File: src/rtl/arprc_pkg.sv
// shared types and constants for the arp responder with address cache
package arprc_pkg;

    // cache geometry
    localparam int CACHE_ENTRIES = 16;
    localparam int CACHE_IDX_W   = $clog2(CACHE_ENTRIES);
    localparam int CACHE_CNT_W   = $clog2(CACHE_ENTRIES + 1);

    // field widths
    localparam int IP_W      = 32;
    localparam int MAC_W     = 48;
    localparam int S_TDATA_W = 208;
    localparam int M_TDATA_W = 136;

    // packet field values
    localparam logic [15:0] HW_TYPE_ETH     = 16'h0001;
    localparam logic [7:0]  HW_SIZE_ETH     = 8'd6;
    localparam logic [15:0] PROTO_TYPE_IPV4 = 16'h0800;
    localparam logic [7:0]  PROTO_SIZE_IPV4 = 8'd4;
    localparam logic [15:0] OPC_REQUEST     = 16'd1;
    localparam logic [15:0] OPC_REPLY       = 16'd2;

    localparam logic [1:0] TX_OPC_NONE    = 2'd0;
    localparam logic [1:0] TX_OPC_REQUEST = 2'd1;
    localparam logic [1:0] TX_OPC_REPLY   = 2'd2;

    localparam logic [MAC_W-1:0] BCAST_MAC = {(MAC_W/8){8'hff}};

    // request kinds carried on s_tuser
    localparam logic OP_PACKET  = 1'b0;
    localparam logic OP_RESOLVE = 1'b1;

    // configuration register indexes
    localparam logic CFG_LOCAL_IP  = 1'b0;
    localparam logic CFG_LOCAL_MAC = 1'b1;

    typedef enum logic [2:0] {
        ST_HIT        = 3'd0,
        ST_MISS       = 3'd1,
        ST_ANSWERED   = 3'd2,
        ST_REPLY_OK   = 3'd3,
        ST_NOT_OURS   = 3'd4,
        ST_BAD_HW     = 3'd5,
        ST_BAD_PROTO  = 3'd6,
        ST_BAD_OPCODE = 3'd7
    } arp_status_t;

    typedef enum logic [2:0] {
        S_IDLE,
        S_CLASSIFY,
        S_SCAN,
        S_UPDATE,
        S_EMIT
    } ctrl_state_t;

    // controller to datapath
    typedef struct packed {
        logic        load;
        logic        scan_clear;
        logic        scan;
        logic        refresh;
        logic        insert;
        logic        emit;
        arp_status_t code;
    } dp_cmd_t;

    // datapath to controller
    typedef struct packed {
        logic is_resolve;
        logic hw_ok;
        logic proto_ok;
        logic ours;
        logic opc_request;
        logic opc_reply;
        logic hit;
        logic last;
        logic out_busy;
    } dp_status_t;

endpackage

File: src/rtl/arprc_ctrl.sv
// controller state machine sequencing classify, cache scan, update and result
module arprc_ctrl
    import arprc_pkg::*;
(
    input  logic       aclk,
    input  logic       aresetn,
    input  logic       s_tvalid,
    output logic       s_tready,
    input  dp_status_t stat,
    output dp_cmd_t    cmd
);

    ctrl_state_t state_reg, state_next;
    logic        merged_reg, merged_next;
    arp_status_t code_reg, code_next;

    always_ff @(posedge aclk) begin
        if (!aresetn) begin
            state_reg  <= S_IDLE;
            merged_reg <= 1'b0;
            code_reg   <= ST_HIT;
        end else begin
            state_reg  <= state_next;
            merged_reg <= merged_next;
            code_reg   <= code_next;
        end
    end

    always_comb begin
        state_next     = state_reg;
        merged_next    = merged_reg;
        code_next      = code_reg;
        s_tready       = 1'b0;
        cmd.load       = 1'b0;
        cmd.scan_clear = 1'b0;
        cmd.scan       = 1'b0;
        cmd.refresh    = 1'b0;
        cmd.insert     = 1'b0;
        cmd.emit       = 1'b0;
        cmd.code       = code_reg;
        case (state_reg)
            S_IDLE: begin
                s_tready = 1'b1;
                if (s_tvalid) begin
                    cmd.load   = 1'b1;
                    state_next = S_CLASSIFY;
                end
            end
            S_CLASSIFY: begin
                cmd.scan_clear = 1'b1;
                if (stat.is_resolve) begin
                    state_next = S_SCAN;
                end else if (!stat.hw_ok) begin
                    code_next  = ST_BAD_HW;
                    state_next = S_EMIT;
                end else if (!stat.proto_ok) begin
                    code_next  = ST_BAD_PROTO;
                    state_next = S_EMIT;
                end else begin
                    state_next = S_SCAN;
                end
            end
            S_SCAN: begin
                cmd.scan = 1'b1;
                if (stat.hit) begin
                    merged_next = 1'b1;
                    if (stat.is_resolve) begin
                        code_next  = ST_HIT;
                        state_next = S_EMIT;
                    end else begin
                        state_next = S_UPDATE;
                    end
                end else if (stat.last) begin
                    merged_next = 1'b0;
                    if (stat.is_resolve) begin
                        code_next  = ST_MISS;
                        state_next = S_EMIT;
                    end else begin
                        state_next = S_UPDATE;
                    end
                end
            end
            S_UPDATE: begin
                cmd.refresh = merged_reg;
                cmd.insert  = !merged_reg && stat.ours;
                if (!stat.ours) begin
                    code_next = ST_NOT_OURS;
                end else if (stat.opc_request) begin
                    code_next = ST_ANSWERED;
                end else if (stat.opc_reply) begin
                    code_next = ST_REPLY_OK;
                end else begin
                    code_next = ST_BAD_OPCODE;
                end
                state_next = S_EMIT;
            end
            S_EMIT: begin
                if (!stat.out_busy) begin
                    cmd.emit   = 1'b1;
                    state_next = S_IDLE;
                end
            end
            default: begin
                state_next = S_IDLE;
            end
        endcase
    end

endmodule

File: src/rtl/arprc_dp.sv
// datapath: request and config registers, address cache, scan pipeline, result register
module arprc_dp
    import arprc_pkg::*;
(
    input  logic                 aclk,
    input  logic                 aresetn,
    input  logic                 cfg_wr_en,
    input  logic                 cfg_index,
    input  logic [MAC_W-1:0]     cfg_wdata,
    input  logic [S_TDATA_W-1:0] s_tdata,
    input  logic [0:0]           s_tuser,
    output logic                 m_tvalid,
    input  logic                 m_tready,
    output logic [M_TDATA_W-1:0] m_tdata,
    input  dp_cmd_t              cmd,
    output dp_status_t           stat
);

    // configuration
    logic [IP_W-1:0] local_ip_reg;

    // captured request
    logic             op_reg;
    logic [15:0]      hw_type_reg;
    logic [7:0]       hw_size_reg;
    logic [15:0]      proto_type_reg;
    logic [7:0]       proto_size_reg;
    logic [15:0]      arp_opcode_reg;
    logic [IP_W-1:0]  sender_ip_reg;
    logic [MAC_W-1:0] sender_mac_reg;
    logic [IP_W-1:0]  target_ip_reg;
    logic [IP_W-1:0]  query_ip_reg;

    // cache
    logic [IP_W-1:0]          mem_ip  [CACHE_ENTRIES];
    logic [MAC_W-1:0]         mem_mac [CACHE_ENTRIES];
    logic [CACHE_ENTRIES-1:0] slot_valid_reg;
    logic [CACHE_IDX_W-1:0]   fill_ptr_reg;

    // scan pipeline
    logic [CACHE_CNT_W-1:0] scan_cnt_reg;
    logic [IP_W-1:0]        rd_ip_reg;
    logic [MAC_W-1:0]       rd_mac_reg;
    logic [CACHE_IDX_W-1:0] rd_idx_reg;
    logic                   rd_live_reg;
    logic [CACHE_IDX_W-1:0] hit_idx_reg;
    logic [MAC_W-1:0]       hit_mac_reg;

    // result
    logic                 m_tvalid_reg;
    logic [M_TDATA_W-1:0] m_tdata_reg;
    logic [M_TDATA_W-1:0] m_tdata_next;

    logic [IP_W-1:0]        key_ip;
    logic                   scan_issue;
    logic                   hit;
    logic [CACHE_IDX_W-1:0] wr_idx;
    logic [CACHE_IDX_W-1:0] fill_ptr_next;

    assign key_ip     = (op_reg == OP_RESOLVE) ? query_ip_reg : sender_ip_reg;
    assign scan_issue = cmd.scan && (scan_cnt_reg < CACHE_CNT_W'(CACHE_ENTRIES));
    assign hit        = rd_live_reg && slot_valid_reg[rd_idx_reg] && (rd_ip_reg == key_ip);
    assign wr_idx     = cmd.insert ? fill_ptr_reg : hit_idx_reg;
    assign fill_ptr_next = (fill_ptr_reg == CACHE_IDX_W'(CACHE_ENTRIES - 1)) ?
                           '0 : fill_ptr_reg + 1'b1;

    always_comb begin
        stat.is_resolve  = (op_reg == OP_RESOLVE);
        stat.hw_ok       = (hw_type_reg == HW_TYPE_ETH) && (hw_size_reg == HW_SIZE_ETH);
        stat.proto_ok    = (proto_type_reg == PROTO_TYPE_IPV4) &&
                           (proto_size_reg == PROTO_SIZE_IPV4);
        stat.ours        = (target_ip_reg == local_ip_reg);
        stat.opc_request = (arp_opcode_reg == OPC_REQUEST);
        stat.opc_reply   = (arp_opcode_reg == OPC_REPLY);
        stat.hit         = hit;
        stat.last        = rd_live_reg && (rd_idx_reg == CACHE_IDX_W'(CACHE_ENTRIES - 1));
        stat.out_busy    = m_tvalid_reg && !m_tready;
    end

    // config writes; local mac is only the sender of outgoing frames and is not kept
    always_ff @(posedge aclk) begin
        if (!aresetn) begin
            local_ip_reg <= '0;
        end else if (cfg_wr_en && (cfg_index == CFG_LOCAL_IP)) begin
            local_ip_reg <= cfg_wdata[IP_W-1:0];
        end
    end

    always_ff @(posedge aclk) begin
        if (cmd.load) begin
            op_reg         <= s_tuser[0];
            hw_type_reg    <= s_tdata[15:0];
            hw_size_reg    <= s_tdata[23:16];
            proto_type_reg <= s_tdata[39:24];
            proto_size_reg <= s_tdata[47:40];
            arp_opcode_reg <= s_tdata[63:48];
            sender_ip_reg  <= s_tdata[95:64];
            sender_mac_reg <= s_tdata[143:96];
            target_ip_reg  <= s_tdata[175:144];
            query_ip_reg   <= s_tdata[207:176];
        end
    end

    // cache memory, one write and one registered read port
    always_ff @(posedge aclk) begin
        if (cmd.insert) begin
            mem_ip[wr_idx] <= sender_ip_reg;
        end
        if (cmd.insert || cmd.refresh) begin
            mem_mac[wr_idx] <= sender_mac_reg;
        end
        if (scan_issue) begin
            rd_ip_reg  <= mem_ip[scan_cnt_reg[CACHE_IDX_W-1:0]];
            rd_mac_reg <= mem_mac[scan_cnt_reg[CACHE_IDX_W-1:0]];
            rd_idx_reg <= scan_cnt_reg[CACHE_IDX_W-1:0];
        end
        if (cmd.scan && hit) begin
            hit_idx_reg <= rd_idx_reg;
            hit_mac_reg <= rd_mac_reg;
        end
    end

    always_ff @(posedge aclk) begin
        if (!aresetn) begin
            slot_valid_reg <= '0;
            fill_ptr_reg   <= '0;
            scan_cnt_reg   <= '0;
            rd_live_reg    <= 1'b0;
        end else begin
            if (cmd.insert) begin
                slot_valid_reg[fill_ptr_reg] <= 1'b1;
                fill_ptr_reg                 <= fill_ptr_next;
            end
            if (cmd.scan_clear) begin
                scan_cnt_reg <= '0;
                rd_live_reg  <= 1'b0;
            end else if (cmd.scan) begin
                rd_live_reg <= scan_issue;
                if (scan_issue) begin
                    scan_cnt_reg <= scan_cnt_reg + 1'b1;
                end
            end
        end
    end

    // result register
    always_ff @(posedge aclk) begin
        if (!aresetn) begin
            m_tvalid_reg <= 1'b0;
        end else if (cmd.emit) begin
            m_tvalid_reg <= 1'b1;
        end else if (m_tready) begin
            m_tvalid_reg <= 1'b0;
        end
    end

    always_comb begin
        m_tdata_next      = '0;
        m_tdata_next[2:0] = cmd.code;
        case (cmd.code)
            ST_HIT: begin
                m_tdata_next[50:3] = hit_mac_reg;
            end
            ST_MISS: begin
                m_tdata_next[51]      = 1'b1;
                m_tdata_next[53:52]   = TX_OPC_REQUEST;
                m_tdata_next[101:54]  = BCAST_MAC;
                m_tdata_next[133:102] = query_ip_reg;
            end
            ST_ANSWERED: begin
                m_tdata_next[51]      = 1'b1;
                m_tdata_next[53:52]   = TX_OPC_REPLY;
                m_tdata_next[101:54]  = sender_mac_reg;
                m_tdata_next[133:102] = sender_ip_reg;
            end
            default: begin
                m_tdata_next[53:52] = TX_OPC_NONE;
            end
        endcase
    end

    always_ff @(posedge aclk) begin
        if (cmd.emit) begin
            m_tdata_reg <= m_tdata_next;
        end
    end

    assign m_tvalid = m_tvalid_reg;
    assign m_tdata  = m_tdata_reg;

`ifndef SYNTHESIS
    a_single_write: assert property (@(posedge aclk) disable iff (!aresetn)
        cmd.insert |-> !cmd.refresh)
        else $error("insert and refresh in the same cycle");

    a_insert_sets_valid: assert property (@(posedge aclk) disable iff (!aresetn)
        cmd.insert |=> slot_valid_reg[$past(fill_ptr_reg)])
        else $error("inserted slot not marked valid");

    a_emit_when_free: assert property (@(posedge aclk) disable iff (!aresetn)
        cmd.emit |-> !(m_tvalid_reg && !m_tready))
        else $error("result overwritten before it was taken");

    a_tx_only_on_send: assert property (@(posedge aclk) disable iff (!aresetn)
        (m_tvalid_reg && m_tdata_reg[51]) |->
            (m_tdata_reg[2:0] == ST_MISS || m_tdata_reg[2:0] == ST_ANSWERED))
        else $error("tx flagged for a status that sends nothing");
`endif

endmodule

File: src/rtl/arp_responder_with_cache_top.sv
// top level of the arp responder with address cache
//
// Handles one request at a time. A request on s_tuser = 0 is a received arp
// packet, s_tuser = 1 a resolve query; every request yields exactly one
// result on the m_ side. A request is taken in S_IDLE and classified in
// S_CLASSIFY, then the address cache (CACHE_ENTRIES slots, 16 here) is
// scanned one slot per cycle through its single registered read port,
// stopping at the lowest matching valid slot. A packet then passes through
// S_UPDATE for the cache write (refresh of a known sender, or round-robin
// insert of a new one when the packet targets local_ip), and the result is
// loaded into the output register. A resolve query skips the cache write,
// the scan ends early on a hit, and a packet that fails the hardware or
// protocol check skips both the scan and the cache write. The output
// register lets the next request be accepted while a result is still
// waiting to be taken. No clearing pass is needed after reset: slot valid
// bits clear at once. local_mac is write-only and not used by this block
// since only the sender fields of outgoing frames would carry it.
module arp_responder_with_cache_top
    import arprc_pkg::*;
(
    input  logic                 aclk,
    input  logic                 aresetn,
    // configuration write port: index 0 local_ip, index 1 local_mac
    input  logic                 cfg_wr_en,
    input  logic                 cfg_index,
    input  logic [MAC_W-1:0]     cfg_wdata,
    // request channel
    input  logic                 s_tvalid,
    output logic                 s_tready,
    // hw_type[15:0], hw_size[23:16], proto_type[39:24], proto_size[47:40],
    // arp_opcode[63:48], sender_ip[95:64], sender_mac[143:96],
    // target_ip[175:144], query_ip[207:176]
    input  logic [S_TDATA_W-1:0] s_tdata,
    // op[0]: 0 received packet, 1 resolve query
    input  logic [0:0]           s_tuser,
    // result channel
    output logic                 m_tvalid,
    input  logic                 m_tready,
    // status[2:0], resolved_mac[50:3], tx_valid[51], tx_opcode[53:52],
    // tx_target_mac[101:54], tx_target_ip[133:102], zero[135:134]
    output logic [M_TDATA_W-1:0] m_tdata
);

    // command and status between sequencer and datapath
    dp_cmd_t    cmd;
    dp_status_t stat;

    // sequencer: classify, scan, cache write, hand-off to output register
    arprc_ctrl u_ctrl (
        .aclk     (aclk),
        .aresetn  (aresetn),
        .s_tvalid (s_tvalid),
        .s_tready (s_tready),
        .stat     (stat),
        .cmd      (cmd)
    );

    // request registers, cache, scan compare and result register
    arprc_dp u_dp (
        .aclk      (aclk),
        .aresetn   (aresetn),
        .cfg_wr_en (cfg_wr_en),
        .cfg_index (cfg_index),
        .cfg_wdata (cfg_wdata),
        .s_tdata   (s_tdata),
        .s_tuser   (s_tuser),
        .m_tvalid  (m_tvalid),
        .m_tready  (m_tready),
        .m_tdata   (m_tdata),
        .cmd       (cmd),
        .stat      (stat)
    );

endmodule

File: config.mk
export PLATFORM = sky130hd
export DESIGN_NAME = arp_responder_with_cache_top
export DESIGN_NICKNAME = d
export VERILOG_FILES = /design/src/rtl/arprc_pkg.sv /design/src/rtl/arprc_ctrl.sv /design/src/rtl/arprc_dp.sv /design/src/rtl/arp_responder_with_cache_top.sv
export SDC_FILE = /design/constraint.sdc
export NUM_CORES = 2
export LEC_CHECK = 0
export ABC_AREA = 1
export BUFFER_PORTS_ARGS = -buffer_cell sky130_fd_sc_hd__buf_4
export CORE_MARGIN = 10
export CORE_UTILIZATION = 38
export DETAILED_ROUTE_END_ITERATION = 8
export PLACE_DENSITY = 0.63
export SKIP_LAST_GASP = 1
export SLEW_MARGIN = 5
export SYNTH_ARGS = -nofsm -noshare
export SYNTH_HDL_FRONTEND = slang
export SYNTH_SLANG_ARGS = --single-unit
File: constraint.sdc
create_clock -name aclk -period 35.3 [get_ports aclk]
set_input_delay 7.06 -clock aclk [delete_from_list [all_inputs] [get_ports aclk]]
set_output_delay 7.06 -clock aclk [all_outputs]
set_load 0.01 [all_outputs]
### Word-level counts from Yosys, hierarchy flattened

Memory sizes are Yosys's and may differ from the RTL's. A register that Yosys moved wholly into a read port is not among the register bits.
Index checks and enable logic that the tools add are counted.

* register bits: 465
* memory bits (writable): 1280
* bits of input ports: 263
* output and inout port bits: 138
* logic and storage cells: 128
* memories: 2

Memories
* u_dp.mem_mac: words 16, bits a word 48, rd ports 1, clocked after Yosys merged registers in 1, write ports 1, line arprc_dp.sv:36 `logic [MAC_W-1:0] mem_mac [CACHE_ENTRIES];`
* u_dp.mem_ip: words 16, bits a word 32, rd ports 1, clocked after Yosys merged registers in 1, write ports 1, line arprc_dp.sv:35 `logic [IP_W-1:0] mem_ip [CACHE_ENTRIES];`

* add/sub/neg operators: 2
* magnitude comparators: 4
* equal/unequal tests: 22
* muxes and demuxes: 46
* bitwise gates (word level): 3
* reduce and logical (&&, ||, !) cells: 25

Operator list (number)
* one-hot mux 80 bit (2 select lines): 1
* == test 32 bit: 2
* two-way mux 3 bit: 18
* == test 16 x 1 -> 1 bit (second input constant): 2
* two-way mux 32 bit: 1
* two-way mux 1 bit: 18
* == test 16 x 12 -> 1 bit (second input constant): 1
* == test 16 x 2 -> 1 bit (second input constant): 1
* == test 8 x 3 -> 1 bit (second input constant): 2
* OR 16 bit: 1
* one-hot mux 3 bit (5 select lines): 1
* logical AND 1 bit: 11
* < comparator 4 x 5 -> 1 bit (second input constant): 2
* == test 3 x 2 -> 1 bit (second input constant): 3
* one-hot mux 3 bit (3 select lines): 1
* == test 4 bit (second input constant): 2
* two-way mux 4 bit: 2
* == test 3 x 1 -> 1 bit (second input constant): 2
* zero test 3 bit: 2
* != test 2 bit (second input constant): 3
* adder 5 x 1 -> 5 bit (second input constant): 1
* < comparator 5 bit (second input constant): 1
* AND reduction 5 bit: 1
* adder 4 x 1 -> 4 bit (second input constant): 1
* other kinds (17): 22

### Depth between registers and ports, before layout

* depth after elaboration: 6
* mapped depth: 16
* gate-level depth less buffers: 16

### Cells and area by module

A second synthesis with hierarchy kept.

* cell total of the unflattened synthesis: 5063
* area, all modules: 69812.0 µm²

Modules (own cells, without submodules)
* arprc_dp: times used 1, cells each 4989, area an instance 69355.3 µm², sequential area each 54001.8 µm²
* arprc_ctrl: times used 1, cells each 74, area an instance 456.7 µm², sequential area each 140.1 µm²

### Worst setup path after synthesis

OpenSTA, ideal clock, no wires.

* path kind: input -> register
* start point: in m_tready
* end point: reg u_dp.m_tdata_reg[0] (netlist: u_dp.m_tdata[0]) (enable)
* setup time: 0.791 ns
* data arrival time: 16.157 ns
* required time: 34.509 ns
* path slack: 18.352 ns
* cell stages on the path: 2
* path through: nor2_1 -> nor3_1

RTL lines
* start: declaration: line arp_responder_with_cache_top.sv:38 `input logic m_tready,`
* end signal: assignment: line arprc_dp.sv:184 `m_tdata_reg <= m_tdata_next;`
* end: declaration: line arprc_dp.sv:51 `logic [M_TDATA_W-1:0] m_tdata_reg;`

==> out/qor.csv <==
metric;value;unit
largest_reg_flops;768;
cts_hold_buf;0;
path_cells;buf_4, inv_1, nor2_4, buf_4, buf_4, buf_4;
avgSynthCellArea;13.5;um^2
switching_share;27.5;%
setup_viol;0;
drt_first_pass_iters;5;
cp.required;35.73;ns
synthesis.area;69600;um^2
crit_path_max_incr_delay;0.85;ns
rows;157;
slew_violations;0;
start_kind;input port;
clock_power_share;34.4;%
ir_drop;56.4;uV
cp_slowest_cell;buf_4;
die-area;201000;um^2
drc;0;
holdCritPathClass;reg -> reg;
placed_area;75300;um^2
core_area;183000;um^2
timing.critical_path.buf_inv;5;
synth-seq-cells;1825;
p_switching;0.00150;W
fin_total_pwr;0.00545;W
grt_max_degree;237;
post-route-min-period;9.35;ns
synth-seq-area-share;77.7;%
vias_per_cell;5.36;
gr-total-overflow;0;
synthArstFlopShare;0;%
design_area;81000;um^2
power_density;67.2;nW/um^2
start_util;38.1;%
finClkSkew;0.0318;ns
grt_pass1_vias;42631;
seq_power_share;51.9;%
clk_pin_slew_worst_paths;0.06;ns
drt_iter0_markers;4065;
drive_above_1_share;13.9;%
syn_inst;5146;
status;completed;
final_common_cell;edfxtp_1;
grt_pass1_wl;270000;um
io_buffers;382;
p_int;0.00395;W
cts_setup_buffers;0;
ys_types;44;
rsz0062_at_grt;false;
syn_to_final_growth;16.3;%
ctsResizeCount;0;
globalRouteTotalUtil;17.8;%
crit_path_max_fanout;75;
leakage;27.5;nW
final-hold-violation-count;0;
synth-main-ff-cell;edfxtp_1;
die_height;448;um
p_comb_share;13.7;%
cts-root-buf;clkbuf_16;
cpMostUsedCell;buf_4;
ios;401;
worstMarginPinSlew;1.36;ns
crit_family;buffers and inverters;
placed_cells;7694;
max-cap-violations;0;
clockBufferDepth;3;
max_slew_margin;9.32;%
layout_common_cells;edfxtp_1, nor2_1, o21ai_0;
wl_per_cell;23.0;um
cp.arrival;9.78;ns
die_w;448;um
cts_sinks;1825;
cts_buffers;182;
num_vias;43006;
antenna_found_initial;15;
synth_edf_count;1759;
fin_tns_setup;0;ns
clkLatencyLatePin;0.81;ns
cts_tree;yes;
gp_congestion;0.849;
endpoint_kind;register;
finalCritPeriodShare;26.5;%
htree_levels;4;
fin_cells;8022;
final_nets;5761;
ys.warnings.count;0;
dp_hpwl;98300;um
ant_nets;0;
max_freq;0.107;GHz
worst-setup-path-type;in -> reg;
routed_wl;185000;um
through the flow:
| step | utilization, % | hold WS [ns] | worst slack, ns |
|---|---|---|---|
| finish | 44.3 | 0.414 | 25.95 |
| floorplan | - | 0.400 | 18.35 |
| CTS | 44.3 | 0.414 | 25.92 |
| global placement | 41.2 | 0.403 | 25.12 |
| global route | 44.3 | 0.422 | 25.76 |
| detailed placement | 41.2 | 0.405 | 25.06 |
cells by family (layout without fill, tap and decap cells):
group | Yosys count | after routing | share of synthesized area (%)
and+or+nand+nor | 1706 | 1706 | 9.92
xor gates and xnor gates | 26 | 26 | 0.327
adders and majority gates | 5 | 5 | 0.0898
DFF | 1825 | 1825 | 77.7
other | 1 | 5 | 0.00538
AOI/OAI and AO/OA | 1113 | 1113 | 9.32
buffers and inverters | 470 | 957 | 2.59
cells in the mapped netlist, types with 20 or more instances:
| library cell | number | area (um^2) |
|---|---|---|
| o211ai_1 | 29 | 218 |
| a21oi_1 | 38 | 190 |
| inv_1 | 157 | 589 |
| dfxtp_1 | 66 | 1320 |
| clkbuf_1 | 255 | 957 |
| buf_2 | 20 | 100 |
| nand2_1 | 557 | 2090 |
| o21ai_0 | 690 | 3450 |
| edfxtp_1 | 1759 | 52800 |
| nand3_1 | 215 | 1080 |
| a22o_1 | 20 | 175 |
| xnor2_1 | 21 | 184 |
| nor2_1 | 868 | 3260 |
| o22ai_1 | 194 | 1210 |
| buf_1 | 22 | 82.6 |
| o221ai_1 | 132 | 1160 |
final timing paths:
check	depth (start not counted)	slack (ns)	endpoint	start
worst min register to register	0	0.41	u_dp.hit_mac_reg[6]	u_dp.rd_mac_reg[6]
worst max register to register	11	30.99	u_dp.mem_mac[8][32]	u_ctrl.state_reg[0]
worst max-delay path	6	25.95	u_dp.sender_mac_reg[35]	s_tvalid
worst min-delay path	0	0.41	u_dp.hit_mac_reg[6]	u_dp.rd_mac_reg[6]
area by class of cell:
type,instances,area (um^2)
repair buffers,463,3510
diodes,3,7.51
flip-flops and latches,1825,54200
clock buffers,227,4780
well taps,2385,2980
fillers,16194,102000
clock inverters,98,931
inverters,169,654
multi-input cells,2852,14000
power groups by stage:
stage / Clock, W / Sequential (W) / Combinational (W)
floorplan: 0 / 0.00286 / 0.000433
global placement: 0 / 0.00287 / 0.000738
detailed placement: 0 / 0.00287 / 0.000751
CTS: 0.00191 / 0.00283 / 0.000753
global route: 0.00199 / 0.00285 / 0.000826
finish: 0.00187 / 0.00283 / 0.000746
metal layers:
metal | global-route usage (%) | routed length (um) | vias to the layer above
li1 | - | - | 19592
met1 | 23.3 | 75300 | 21440
met2 | 29.6 | 89600 | 1635
met3 | 3.20 | 13700 | 329
met4 | 6.45 | 6240 | 10
met5 | 0 | 78 | -
Power figures use the tool's default switching activity.
